--- src/sv/framed_crc32_frame_checker_unit_assert.svh ---
// Assertion macros shared by the frame checker RTL.
// Depends on nothing; the including module must provide clk_i and rst_ni.
`ifndef FRAMED_CRC32_FRAME_CHECKER_UNIT_ASSERT_SVH
`define FRAMED_CRC32_FRAME_CHECKER_UNIT_ASSERT_SVH

`ifndef ASSERT_OFF

// Property checked on every rising clock edge outside reset.
`define FCC_ASSERT(lbl, prop) \
  lbl: assert property (@(posedge clk_i) disable iff (!rst_ni) (prop)) \
    else $error("frame checker assertion failed");

// Condition that must never be true outside reset.
`define FCC_ASSERT_NEVER(lbl, cond) \
  lbl: assert property (@(posedge clk_i) disable iff (!rst_ni) !(cond)) \
    else $error("frame checker forbidden condition seen");

`else

`define FCC_ASSERT(lbl, prop)
`define FCC_ASSERT_NEVER(lbl, cond)

`endif

`endif

--- src/sv/fcc_pkg.sv ---
// Shared types, constants and CRC-32 functions of the framed CRC frame checker.
// Depends on nothing; used by fcc_frame_fsm and the top level.
package fcc_pkg;

  localparam logic [31:0] CrcPoly = 32'h04C1_1DB7;
  localparam logic [31:0] CrcInit = 32'hFFFF_FFFF;

  localparam logic [7:0] StartMarkerReset    = 8'hAA;
  localparam logic [7:0] ExpectedLengthReset = 8'd34;

  // Configuration register indexes.
  localparam logic CfgStartMarker    = 1'b0;
  localparam logic CfgExpectedLength = 1'b1;

  typedef logic [31:0][31:0] crc_cols_t;

  typedef struct packed {
    logic        crc_ok;
    logic        length_unexpected;
    logic [7:0]  payload_length;
    logic [31:0] crc_received;
    logic [31:0] crc_computed;
  } result_t;

  // Response of the 32-shift CRC step to each single input bit. Evaluated
  // only while elaborating the column table below.
  function automatic crc_cols_t crc_columns();
    crc_cols_t   cols;
    logic [31:0] c;
    for (int i = 0; i < 32; i++) begin
      c = 32'h1 << i;
      for (int k = 0; k < 32; k++) begin
        c = c[31] ? ((c << 1) ^ CrcPoly) : (c << 1);
      end
      cols[i] = c;
    end
    return cols;
  endfunction

  localparam crc_cols_t CrcCols = crc_columns();

  // One word update, MSB first, as a flat XOR matrix over the column table.
  function automatic logic [31:0] crc_word(input logic [31:0] crc, input logic [31:0] word);
    logic [31:0] x;
    logic [31:0] r;
    x = crc ^ word;
    r = '0;
    for (int i = 0; i < 32; i++) begin
      if (x[i]) begin
        r = r ^ CrcCols[i];
      end
    end
    return r;
  endfunction

endpackage

--- src/sv/framed_crc32_frame_checker_unit.sv ---
// Top level of the framed CRC-32 frame checker: handshakes, config, registers.
// Depends on fcc_pkg, fcc_frame_fsm and framed_crc32_frame_checker_unit_assert.svh.
//
// The checker takes one received byte per transaction and looks for a frame:
// the start marker byte, a length byte L, L payload bytes and four CRC bytes
// sent least significant byte first. Payload bytes are packed little-endian
// into 32-bit words (a last partial word is zero-padded), and each word runs
// through a CRC-32 with polynomial 0x04C11DB7, initial value all ones, word
// fed MSB first, no reflection and no final XOR; an empty payload gives a
// computed CRC of zero. After the fourth CRC byte one result transaction
// carries the match flag, the length mismatch flag against expected_length,
// the length byte and both CRC values. A marker byte inside a frame is data.
// The block sustains one byte per clock cycle while the result channel is
// not stalled: an accepted byte is held in an input register, is parsed and
// folded into the CRC when the parser steps, and a result is captured in an
// output register, raising out_valid_o, when the last CRC byte is parsed. The
// whole 32-bit word update is a combinational XOR matrix and sets the
// critical path. The held byte is parsed only while the result register is
// empty or being emptied in the same cycle, so input ready drops whenever a
// byte is held and a finished result is stalled on the output side. Config
// writes (index 0 start_marker, index 1 expected_length) take effect at
// once and should be made while no frame is in flight.
`include "framed_crc32_frame_checker_unit_assert.svh"

module framed_crc32_frame_checker_unit (
  input  logic        clk_i,
  input  logic        rst_ni,
  // Byte input channel.
  input  logic        in_valid_i,
  output logic        in_ready_o,
  input  logic [7:0]  rx_byte_i,
  // Result channel.
  output logic        out_valid_o,
  input  logic        out_ready_i,
  output logic        crc_ok_o,
  output logic        length_unexpected_o,
  output logic [7:0]  payload_length_o,
  output logic [31:0] crc_received_o,
  output logic [31:0] crc_computed_o,
  // Configuration write port.
  input  logic        cfg_we_i,
  input  logic        cfg_index_i,
  input  logic [7:0]  cfg_wdata_i
);

  logic [7:0]       start_marker_q, start_marker_d;
  logic [7:0]       expected_length_q, expected_length_d;

  logic             in_valid_q, in_valid_d;
  logic [7:0]       rx_byte_q, rx_byte_d;

  logic             out_valid_q, out_valid_d;
  fcc_pkg::result_t out_q, out_d;

  logic             step;
  logic             res_valid;
  fcc_pkg::result_t res;

  // The parser consumes the held byte whenever the result slot is free or
  // is being emptied in this same cycle.
  assign step       = in_valid_q && (!out_valid_q || out_ready_i);
  assign in_ready_o = !in_valid_q || step;

  always_comb begin
    start_marker_d    = start_marker_q;
    expected_length_d = expected_length_q;
    if (cfg_we_i) begin
      case (cfg_index_i)
        fcc_pkg::CfgStartMarker:    start_marker_d    = cfg_wdata_i;
        fcc_pkg::CfgExpectedLength: expected_length_d = cfg_wdata_i;
        default: begin
          start_marker_d = start_marker_q;
        end
      endcase
    end
  end

  always_comb begin
    in_valid_d = in_valid_q;
    rx_byte_d  = rx_byte_q;
    if (in_valid_i && in_ready_o) begin
      in_valid_d = 1'b1;
      rx_byte_d  = rx_byte_i;
    end else if (step) begin
      in_valid_d = 1'b0;
    end
  end

  always_comb begin
    out_valid_d = out_valid_q;
    out_d       = out_q;
    if (out_valid_q && out_ready_i) begin
      out_valid_d = 1'b0;
    end
    if (step && res_valid) begin
      out_valid_d = 1'b1;
      out_d       = res;
    end
  end

  fcc_frame_fsm u_frame_fsm (
    .clk_i             (clk_i),
    .rst_ni            (rst_ni),
    .step_i            (step),
    .rx_byte_i         (rx_byte_q),
    .start_marker_i    (start_marker_q),
    .expected_length_i (expected_length_q),
    .res_valid_o       (res_valid),
    .res_o             (res)
  );

  always_ff @(posedge clk_i or negedge rst_ni) begin
    if (!rst_ni) begin
      start_marker_q    <= fcc_pkg::StartMarkerReset;
      expected_length_q <= fcc_pkg::ExpectedLengthReset;
      in_valid_q        <= 1'b0;
      out_valid_q       <= 1'b0;
    end else begin
      start_marker_q    <= start_marker_d;
      expected_length_q <= expected_length_d;
      in_valid_q        <= in_valid_d;
      out_valid_q       <= out_valid_d;
    end
  end

  // Payload registers carry no reset.
  always_ff @(posedge clk_i) begin
    rx_byte_q <= rx_byte_d;
    out_q     <= out_d;
  end

  assign out_valid_o         = out_valid_q;
  assign crc_ok_o            = out_q.crc_ok;
  assign length_unexpected_o = out_q.length_unexpected;
  assign payload_length_o    = out_q.payload_length;
  assign crc_received_o      = out_q.crc_received;
  assign crc_computed_o      = out_q.crc_computed;

  // A held byte that could not be parsed must still be there next cycle.
  `FCC_ASSERT(a_held_byte_kept, in_valid_q && !step |=> in_valid_q && $stable(rx_byte_q))
  // A new result only ever comes from a parse step that finished a frame.
  `FCC_ASSERT(a_result_from_step, $rose(out_valid_q) |-> $past(step && res_valid))
  // A result must never be produced while the pending one is stalled.
  `FCC_ASSERT_NEVER(a_no_overwrite, step && res_valid && out_valid_q && !out_ready_i)

endmodule

--- src/sv/fcc_frame_fsm.sv ---
// Frame parser and CRC accumulator of the frame checker: one byte per step.
// Depends on fcc_pkg and framed_crc32_frame_checker_unit_assert.svh.
`include "framed_crc32_frame_checker_unit_assert.svh"

module fcc_frame_fsm (
  input  logic             clk_i,
  input  logic             rst_ni,
  input  logic             step_i,
  input  logic [7:0]       rx_byte_i,
  input  logic [7:0]       start_marker_i,
  input  logic [7:0]       expected_length_i,
  output logic             res_valid_o,
  output fcc_pkg::result_t res_o
);

  typedef enum logic [1:0] {
    PhHunt,
    PhLen,
    PhData,
    PhTail
  } phase_e;

  phase_e      phase_q, phase_d;
  logic [7:0]  byte_idx_q, byte_idx_d;
  logic [7:0]  pay_len_q, pay_len_d;
  logic [23:0] word_acc_q, word_acc_d;
  logic [1:0]  bytes_in_word_q, bytes_in_word_d;
  logic [31:0] crc_q, crc_d;
  logic [31:0] rx_crc_q, rx_crc_d;

  logic [31:0] word;
  logic [7:0]  idx_inc;
  logic        last_data;
  logic [31:0] rx_crc_new;

  assign word       = {8'h00, word_acc_q} | ({24'h0, rx_byte_i} << {bytes_in_word_q, 3'b000});
  assign idx_inc    = byte_idx_q + 8'd1;
  assign last_data  = (idx_inc == pay_len_q);
  assign rx_crc_new = rx_crc_q | ({24'h0, rx_byte_i} << {byte_idx_q[1:0], 3'b000});

  always_comb begin
    phase_d         = phase_q;
    byte_idx_d      = byte_idx_q;
    pay_len_d       = pay_len_q;
    word_acc_d      = word_acc_q;
    bytes_in_word_d = bytes_in_word_q;
    crc_d           = crc_q;
    rx_crc_d        = rx_crc_q;
    res_valid_o     = 1'b0;

    res_o.crc_computed      = (pay_len_q == 8'd0) ? 32'h0 : crc_q;
    res_o.crc_received      = rx_crc_new;
    res_o.crc_ok            = (rx_crc_new == res_o.crc_computed);
    res_o.length_unexpected = (pay_len_q != expected_length_i);
    res_o.payload_length    = pay_len_q;

    if (step_i) begin
      case (phase_q)
        PhHunt: begin
          if (rx_byte_i == start_marker_i) begin
            phase_d         = PhLen;
            byte_idx_d      = 8'd0;
            word_acc_d      = '0;
            bytes_in_word_d = 2'd0;
            crc_d           = fcc_pkg::CrcInit;
            rx_crc_d        = '0;
          end
        end
        PhLen: begin
          pay_len_d  = rx_byte_i;
          byte_idx_d = 8'd0;
          phase_d    = (rx_byte_i == 8'd0) ? PhTail : PhData;
        end
        PhData: begin
          byte_idx_d = idx_inc;
          if (bytes_in_word_q == 2'd3 || last_data) begin
            crc_d           = fcc_pkg::crc_word(crc_q, word);
            word_acc_d      = '0;
            bytes_in_word_d = 2'd0;
          end else begin
            word_acc_d      = word[23:0];
            bytes_in_word_d = bytes_in_word_q + 2'd1;
          end
          if (last_data) begin
            byte_idx_d = 8'd0;
            phase_d    = PhTail;
          end
        end
        PhTail: begin
          rx_crc_d   = rx_crc_new;
          byte_idx_d = idx_inc;
          if (byte_idx_q[1:0] == 2'd3) begin
            res_valid_o = 1'b1;
            phase_d     = PhHunt;
            byte_idx_d  = 8'd0;
          end
        end
        default: begin
          phase_d = PhHunt;
        end
      endcase
    end
  end

  always_ff @(posedge clk_i or negedge rst_ni) begin
    if (!rst_ni) begin
      phase_q         <= PhHunt;
      byte_idx_q      <= 8'd0;
      pay_len_q       <= 8'd0;
      word_acc_q      <= '0;
      bytes_in_word_q <= 2'd0;
      crc_q           <= fcc_pkg::CrcInit;
      rx_crc_q        <= '0;
    end else begin
      phase_q         <= phase_d;
      byte_idx_q      <= byte_idx_d;
      pay_len_q       <= pay_len_d;
      word_acc_q      <= word_acc_d;
      bytes_in_word_q <= bytes_in_word_d;
      crc_q           <= crc_d;
      rx_crc_q        <= rx_crc_d;
    end
  end

  // A finished frame always sends the parser back to hunting.
  `FCC_ASSERT(a_res_then_hunt, res_valid_o |=> phase_q == PhHunt)
  // The payload counter never reaches the length inside the payload.
  `FCC_ASSERT(a_data_idx_below_len, phase_q == PhData |-> byte_idx_q < pay_len_q)
  // No partial word survives outside the payload phase.
  `FCC_ASSERT(a_no_stale_partial, phase_q != PhData |-> bytes_in_word_q == 2'd0)

endmodule
--- config.mk ---
export PLATFORM = sky130hd
export DESIGN_NAME = framed_crc32_frame_checker_unit
export DESIGN_NICKNAME = d
export VERILOG_FILES = /design/src/sv/fcc_pkg.sv /design/src/sv/framed_crc32_frame_checker_unit.sv /design/src/sv/fcc_frame_fsm.sv
export VERILOG_INCLUDE_DIRS = /design/src /design/src/sv
export SDC_FILE = /design/constraint.sdc
export NUM_CORES = 1
export LEC_CHECK = 0
export ABC_CLOCK_PERIOD_IN_PS = 2900
export BUFFER_PORTS_ARGS = -buffer_cell sky130_fd_sc_hd__buf_2
export CAP_MARGIN = 10
export CELL_PAD_IN_SITES_DETAIL_PLACEMENT = 0
export CELL_PAD_IN_SITES_GLOBAL_PLACEMENT = 2
export CORE_MARGIN = 5
export CORE_UTILIZATION = 37
export CTS_BUF_LIST = sky130_fd_sc_hd__clkbuf_8
export DETAILED_ROUTE_END_ITERATION = 8
export GPL_ROUTABILITY_DRIVEN = 0
export HOLD_SLACK_MARGIN = 0.15
export MAX_ROUTING_LAYER = met4
export PLACE_DENSITY = 0.81
export SYNTH_ARGS = -nofsm -noshare
export SYNTH_HDL_FRONTEND = slang
export SYNTH_SLANG_ARGS = --single-unit
--- constraint.sdc ---
create_clock -name clk_i -period 2.9 [get_ports clk_i]
set_input_delay 0.29 -clock clk_i [delete_from_list [all_inputs] [get_ports clk_i]]
set_output_delay 0.29 -clock clk_i [all_outputs]
set_load 0.02 [all_outputs]
# Yosys cells after proc, flatten, opt, wreduce, memory -nomap -nowiden
# Cells that the tools add are included.
[totals] regBits=208 inputBits=22 output_inout_bits=76 word_cells=246
[op_classes] add_sub_neg=2 eq_ne=13 shift=2 muxes=153 n_bitwise=35 n_reduce_logical=24
[ops] cell="32-bit two-way mux" count=110
[ops] cell="31-bit two-way mux" count=6
[ops] cell="32-bit case mux with 2 select lines" count=2
[ops] cell="30-bit two-way mux" count=4
[ops] cell="13-bit NOT" count=9
[ops] cell="29-bit two-way mux" count=3
[ops] cell="14-bit NOT" count=5
[ops] cell="8-bit by 5-bit left shift with 32-bit output" count=2
[ops] cell="15-bit NOT" count=4
[ops] cell="28-bit two-way mux" count=2
[ops] cell="27-bit two-way mux" count=2
[ops] cell="24-bit two-way mux" count=2
[ops] cell="12-bit NOT" count=4
[ops] cell="16-bit NOT" count=3
[ops] cell="24-bit case mux with 2 select lines" count=1
[ops] cell="18-bit NOT" count=2
[ops] cell="32-bit equality test" count=1
[ops] cell="24-bit by 32-bit bitwise OR with 32-bit output" count=1
[ops] cell="32-bit bitwise OR" count=1
[ops] cell="8-bit case mux with 4 select lines" count=1
[ops] cell="32-bit bitwise XOR" count=1
[ops] cell="26-bit two-way mux" count=1
[ops] cell="25-bit two-way mux" count=1
[ops] cell="8-bit two-way mux" count=3
[ops] cell="other kinds (24)" count=58

# Depth between registers and ports, before layout
[depth] word_depth=161 ltp_mapped=12 mapped_depth_nobuf=10

# Modules after synthesis
# From an unflattened synthesis, not the netlist that was laid out.
[unflattened] hier_cells=1093 area_unflattened_um2=12285.5
[modules_own_cells] module="fcc_frame_fsm" instances=1 cells_per_inst=966 area_per_inst_um2=9077.5 seq_area_each_um2=2742.6
[modules_own_cells] module="framed_crc32_frame_checker_unit" instances=1 cells_per_inst=127 area_per_inst_um2=3208.1 seq_area_each_um2=2920.3

# Least setup slack after synthesis
# No wires, ideal clock.
[synth_path] path_type="reg2reg" from="reg out_valid_q, in the netlist out_valid_o" to="reg out_q, in the netlist crc_computed_o[0] (enable)" setup_ps=441 arrival_time_ps=2608 required_ps=2459 setup_slack_ps=-149 stages_incl_launch_ff=4 n_path_buf=0 period_less_slack_ps=3049 path_cell_list="dfrtp_1 nor2b_1 nor2b_1 and3_1"
[synth_via] elab_chain_len=5
[synth_lines] element="from (decl)" line="framed_crc32_frame_checker_unit.sv:52" text="logic out_valid_q, out_valid_d;"
[synth_lines] element="from (signal assigned)" line="framed_crc32_frame_checker_unit.sv:122" text="out_valid_q <= out_valid_d;"
[synth_lines] element="1-bit zero test *" line="framed_crc32_frame_checker_unit.sv:61" text="assign step = in_valid_q && (!out_valid_q || out_ready_i);"
[synth_lines] element="1-bit logical OR *" line="framed_crc32_frame_checker_unit.sv:61"
[synth_lines] element="1-bit logical AND *" line="framed_crc32_frame_checker_unit.sv:61"
[synth_lines] element="1-bit two-way mux" line="fcc_frame_fsm.sv:57" text="if (step_i) begin"
[synth_lines] element="1-bit logical AND *" line="framed_crc32_frame_checker_unit.sv:95" text="if (step && res_valid) begin"
[synth_lines] element="to (signal assigned)" line="framed_crc32_frame_checker_unit.sv:129" text="out_q <= out_d;"
[synth_lines] element="to (decl)" line="framed_crc32_frame_checker_unit.sv:53" text="fcc_pkg::result_t out_q, out_d;"
# Every way passes the cells marked *; elsewhere a longest branch is shown, timed or not.
# A chain may end at the register's enable or synchronous reset.

# Worst setup path after layout
[layout_path] from="reg u_frame_fsm.bytes_in_word_q[0]" to="reg u_frame_fsm.crc_q[5]"
[layout_via] elab_chain_len=144 word_cells_on_any_way=148 classes_between="2 x eq/ne; 1 x shift; 127 x mux; 16 x bitwise; 2 x reduce/logical"
[layout_lines] element="from (decl)" line="fcc_frame_fsm.sv:27" text="logic [1:0] bytes_in_word_q, bytes_in_word_d;"
[layout_lines] element="from (signal assigned)" line="fcc_frame_fsm.sv:119" text="bytes_in_word_q <= bytes_in_word_d;"
[layout_lines] element="8-bit by 5-bit left shift with 32-bit output" line="fcc_frame_fsm.sv:36" text="assign word = {8'h00, word_acc_q} | ({24'h0, rx_byte_i} << {bytes_in_word_q, 3'b000});"
[layout_lines] element="24-bit by 32-bit bitwise OR with 32-bit output" line="fcc_frame_fsm.sv:36"
[layout_lines] element="32-bit bitwise XOR" line="fcc_pkg.sv:46" text="x = crc ^ word;"
[layout_lines] element="27-bit two-way mux" line="fcc_pkg.sv:49" text="if (x[i]) begin"
[layout_lines] element="32-bit two-way mux" line="fcc_frame_fsm.sv:76" text="if (bytes_in_word_q == 2'd3 || last_data) begin"
[layout_lines] element="32-bit two-way mux" line="fcc_frame_fsm.sv:58" text="case (phase_q)"
[layout_lines] element="32-bit two-way mux" line="fcc_frame_fsm.sv:57"
[layout_lines] element="14-bit NOT (no source line)"
[layout_lines] element="[128 not listed]"
[layout_lines] element="32-bit two-way mux" line="fcc_frame_fsm.sv:57"
[layout_lines] element="32-bit two-way mux" line="fcc_pkg.sv:49"
[layout_lines] element="32-bit two-way mux" line="fcc_frame_fsm.sv:76"
[layout_lines] element="32-bit two-way mux" line="fcc_frame_fsm.sv:58"
[layout_lines] element="32-bit two-way mux" line="fcc_frame_fsm.sv:57"
[layout_lines] element="32-bit two-way mux" line="fcc_pkg.sv:49"
[layout_lines] element="32-bit two-way mux" line="fcc_frame_fsm.sv:76"
[layout_lines] element="32-bit case mux with 2 select lines" line="fcc_frame_fsm.sv:58"
[layout_lines] element="to (signal assigned)" line="fcc_frame_fsm.sv:112" text="crc_q <= fcc_pkg::CrcInit;"
[layout_lines] element="to (signal assigned)" line="fcc_frame_fsm.sv:120" text="crc_q <= crc_d;"
[layout_lines] element="to (decl)" line="fcc_frame_fsm.sv:28" text="logic [31:0] crc_q, crc_d;"
# Several ways; a longest one is shown, not always the timed one. The select of a mux whose other input is x is not followed.

==> results.txt <==
----------------------------------------------------
[GRT]
  Met2 routing resource usage after global routing ... 33.9%
  Overflow after GRT ... 0
  Global-route total usage across every layer ... 21.8%
  GRT Max-Usage Layer ... met2
  Global routing usage on met1 ... 28.5%
  Global routing usage on met3 ... 3.73%
  Pin count of the biggest net entering global routing ... 53
  Vias in the first global route ... 9683
  Number of antenna violations at the first check in global routing ... 1
  Global-route wire length before repair ... 59500 um

[Timing]
  Sum of negative setup slack ... 0 ns
  Unrepaired setup endpoints after global routing ... false
  Worst slack on hold paths ... 0.277 ns
  Worst-case setup margin in the final layout ... 0.0702 ns
  Worst max-slew margin expressed relative to the limit ... 51.1%
  Portion of the clock cycle consumed by the worst path in the final layout ... 97.6%
  Worst Clk Skew ... 0.0348 ns
  Achievable Freq ... 0.353 GHz
  Final hold violation count ... 0
  Worst Tran Pin Value ... 0.734 ns
  Setup violators final ... 0
  Slew Viols, Final ... 0
  Clock period minus worst slack ... 2.83 ns

[Placed design]
  Number of port buffers ... 97
  Half-perimeter wire length after detailed placement ... 28900 um
  Placement-stage worst setup slack ... 0.105 ns

[Cells and area]
  Fillers ... 3143
  Commonest cells after routing, fill and taps aside ... sky130_fd_sc_hd__xnor2_1, sky130_fd_sc_hd__buf_4, sky130_fd_sc_hd__buf_2, sky130_fd_sc_hd__a21oi_1, sky130_fd_sc_hd__xor2_1
  Fraction of final layout cells with drive strength greater than 1 ... 27.3%
  Net count, final ... 1420
  Most common cell after layout, fill and taps aside ... sky130_fd_sc_hd__xnor2_1
  Area growth from synthesis to layout ... 23.6%
  Antenna cell count ... 0
  Share of the core filled with cells in the final layout ... 46.0%

[Worst setup path]
  Cell mode on critical path ... sky130_fd_sc_hd__xor2_1
  Register-to-register path setup slack ... 0.07 ns
  Crit Path Max Fanout ... 20
  Logic depth of the worst register-to-register path ... 8
  Critical path startpoint category ... flip-flop
  Crit. End Element ... flip-flop
  Launching point of the worst reg2reg path ... u_frame_fsm.bytes_in_word_q[0]
  List of cells traversed by the critical path ... buf_4 -> or3b_4 -> a221oi_4 -> xnor2_2 -> xor2_1 -> xnor2_1 -> xor2_1 -> a31oi_1
  Critical path arrival ... 3.27 ns
  Slowest cell delay on critical path ... 0.50 ns
  Reg-to-reg critical path endpoint ... u_frame_fsm.crc_q[5]
  Slowest library cell on the worst path ... sky130_fd_sc_hd__a221oi_4
  Data required time of the worst path ... 3.34 ns
  Worst Setup Path Type ... reg -> reg

[Route]
  Average routed wire per standard cell ... 20.9 um
  DRC violation count after routing ... 0
  Total wirelength of the detailed-routed design ... 39000 um
  Total number of vias ... 9601
  Vias per inst ... 5.14
  First-pass DRT Iterations ... 5
  Initial detailed-routing violation count ... 713
  Antenna viol nets, final ... 0

[Min path]
  Number of instances on the worst hold path ... 3
  End point of the worst hold path ... start_marker_q[5]
  Class of the tightest hold or removal check ... in -> reg
  HP Start ... cfg_index_i

[Synthesis]
  Average footprint of a synthesized cell ... 10.6 um2
  Synthesis warning total ... 0
  Main synth FF type ... sky130_fd_sc_hd__dfrtp_1
  Synth Cell Area ... 0.0124 mm2
  Post-synthesis async set-or-reset flop share ... 60.6%
  Net count after synthesis ... 1199
  #FFs+latches synth ... 208
  Cells after Synth ... 1169
  Proportion of synthesized chip area in sequential cells ... 45.7%
  Number of enable-type register cells in the synthesized netlist ... 82
  Number of different library cells in the post-synthesis netlist ... 63

[Clocking]
  Root buffer cell ... sky130_fd_sc_hd__clkbuf_8
  Sink Count ... 208
  CTS tree ... built
  # H-tree levels ... 2
  Number of buffers between clock root and the deepest sink ... 3
  Clock transition at path regs ... 0.07 ns
  Worst skew pair latency ... 0.56 ns
  CTS buffer count ... 38

[Die]
  Std-Cell Rows ... 67
  Height of the chip ... 193 um
  Initial core utilization ... 37.2%
  Core region area ... 0.0333 mm2
  Die width ... 193 um
  Full die area ... 0.0372 mm2
  Boundary Pins ... 98

[Job]
  Maximum Capacitance Violations ... 0

[Status]
  Run status ... completed

----------------------------------------------------
area by class of cell:
class,count,area [um2],share of cell area [%]
clock buffer,43,592,3.87
clock inverter,26,254,1.66
inverter,39,146,0.957
multi-input combinational,854,6300,41.1
sequential,208,5660,37.0
tap,448,561,3.66
timing repair buffer,249,1790,11.7
routing by layer:
layer,routed length (um),up-vias,share of wire [%]
met1,17000,4666,44
met3,2440,113,6.3
met4,1720,0,4.4
li1,-,4460,-
met5,0,-,0
met2,17800,362,46
cell usage after synthesis (all sizes together), types with 8 or more instances:
library cell	count	area (um2)
dfrtp	88	2200
mux2	26	293
nand3	26	130
inv	39	146
nor4b	12	105
o21ai	38	190
clkbuf	34	128
xnor2	196	1770
buf	34	179
and2	58	363
ha	8	100
nand2	57	214
a31oi	46	288
xnor3	12	270
nor2	83	328
dfstp	38	998
a21oi	95	475
edfxtp	82	2460
xor2	94	823
stage by stage:
stage | cells | area [um2]
after floorplan | 1169 | 12400
after global placement | 1776 | 14200
after detailed placement | 1776 | 14200
after CTS | 1865 | 15300
after global routing | 1867 | 15300
final | 1867 | 15300
registers in the layout, summed over array words and instances (netlist names):
name	flops
crc_computed_o	32
crc_ok_o	1
crc_received_o	32
expected_length_q	8
in_valid_q	1
length_unexpected_o	1
out_valid_o	1
payload_length_o	8
rx_byte_q	8
start_marker_q	8
u_frame_fsm.byte_idx_q	8
u_frame_fsm.bytes_in_word_q	2
u_frame_fsm.crc_q	32
u_frame_fsm.pay_len_q	8
u_frame_fsm.phase_q	2
u_frame_fsm.rx_crc_q	32
u_frame_fsm.word_acc_q	24
how the worst max path moves through the flow:
stage	startpoint	to	slack, ns
final	u_frame_fsm.bytes_in_word_q[0]	u_frame_fsm.crc_q[5]	0.07
after global routing	u_frame_fsm.bytes_in_word_q[0]	u_frame_fsm.crc_q[27]	0.005
after CTS	u_frame_fsm.bytes_in_word_q[0]	u_frame_fsm.crc_q[12]	0.04
after detailed placement	u_frame_fsm.bytes_in_word_q[0]	u_frame_fsm.crc_q[12]	0.11
after global placement	u_frame_fsm.bytes_in_word_q[0]	u_frame_fsm.crc_q[12]	0.08
after floorplan	u_frame_fsm.bytes_in_word_q[1]	u_frame_fsm.crc_q[8]	0.19
what timing repair did:
item | 4_1_cts | 5_1_grt
buffers inserted | 0 | 2
resized for setup | 0 | 3
endpoints found under the setup margin | 0 | 6
hold endpoints to repair | 70 | 0
hold buffers | 20 | 0
kinds of logic (layout without fill, tap and decap cells):
kind of cell	Yosys count	count (layout)	synth area share, %
compound gates	215	215	11.1
fa+ha+maj	8	8	0.809
buf+inv	107	357	3.66
simple gates	301	301	12.9
xor+xnor	303	303	23.3
flops	208	208	45.7
mux	27	27	2.45
worst max-delay path: cells and delay by family (launching register included):
| family | cells | cell delay (ns) |
|---|---|---|
| xor gates and xnor gates | 4 | 0.89 |
| AOI/OAI and AO/OA | 2 | 0.73 |
| and+or+nand+nor | 1 | 0.43 |
| DFF | 1 | 0.43 |
| buffers and inverters | 1 | 0.23 |
Power is not shown: default switching activity piles up to over one toggle a cycle in this logic, so the estimate is an artifact.
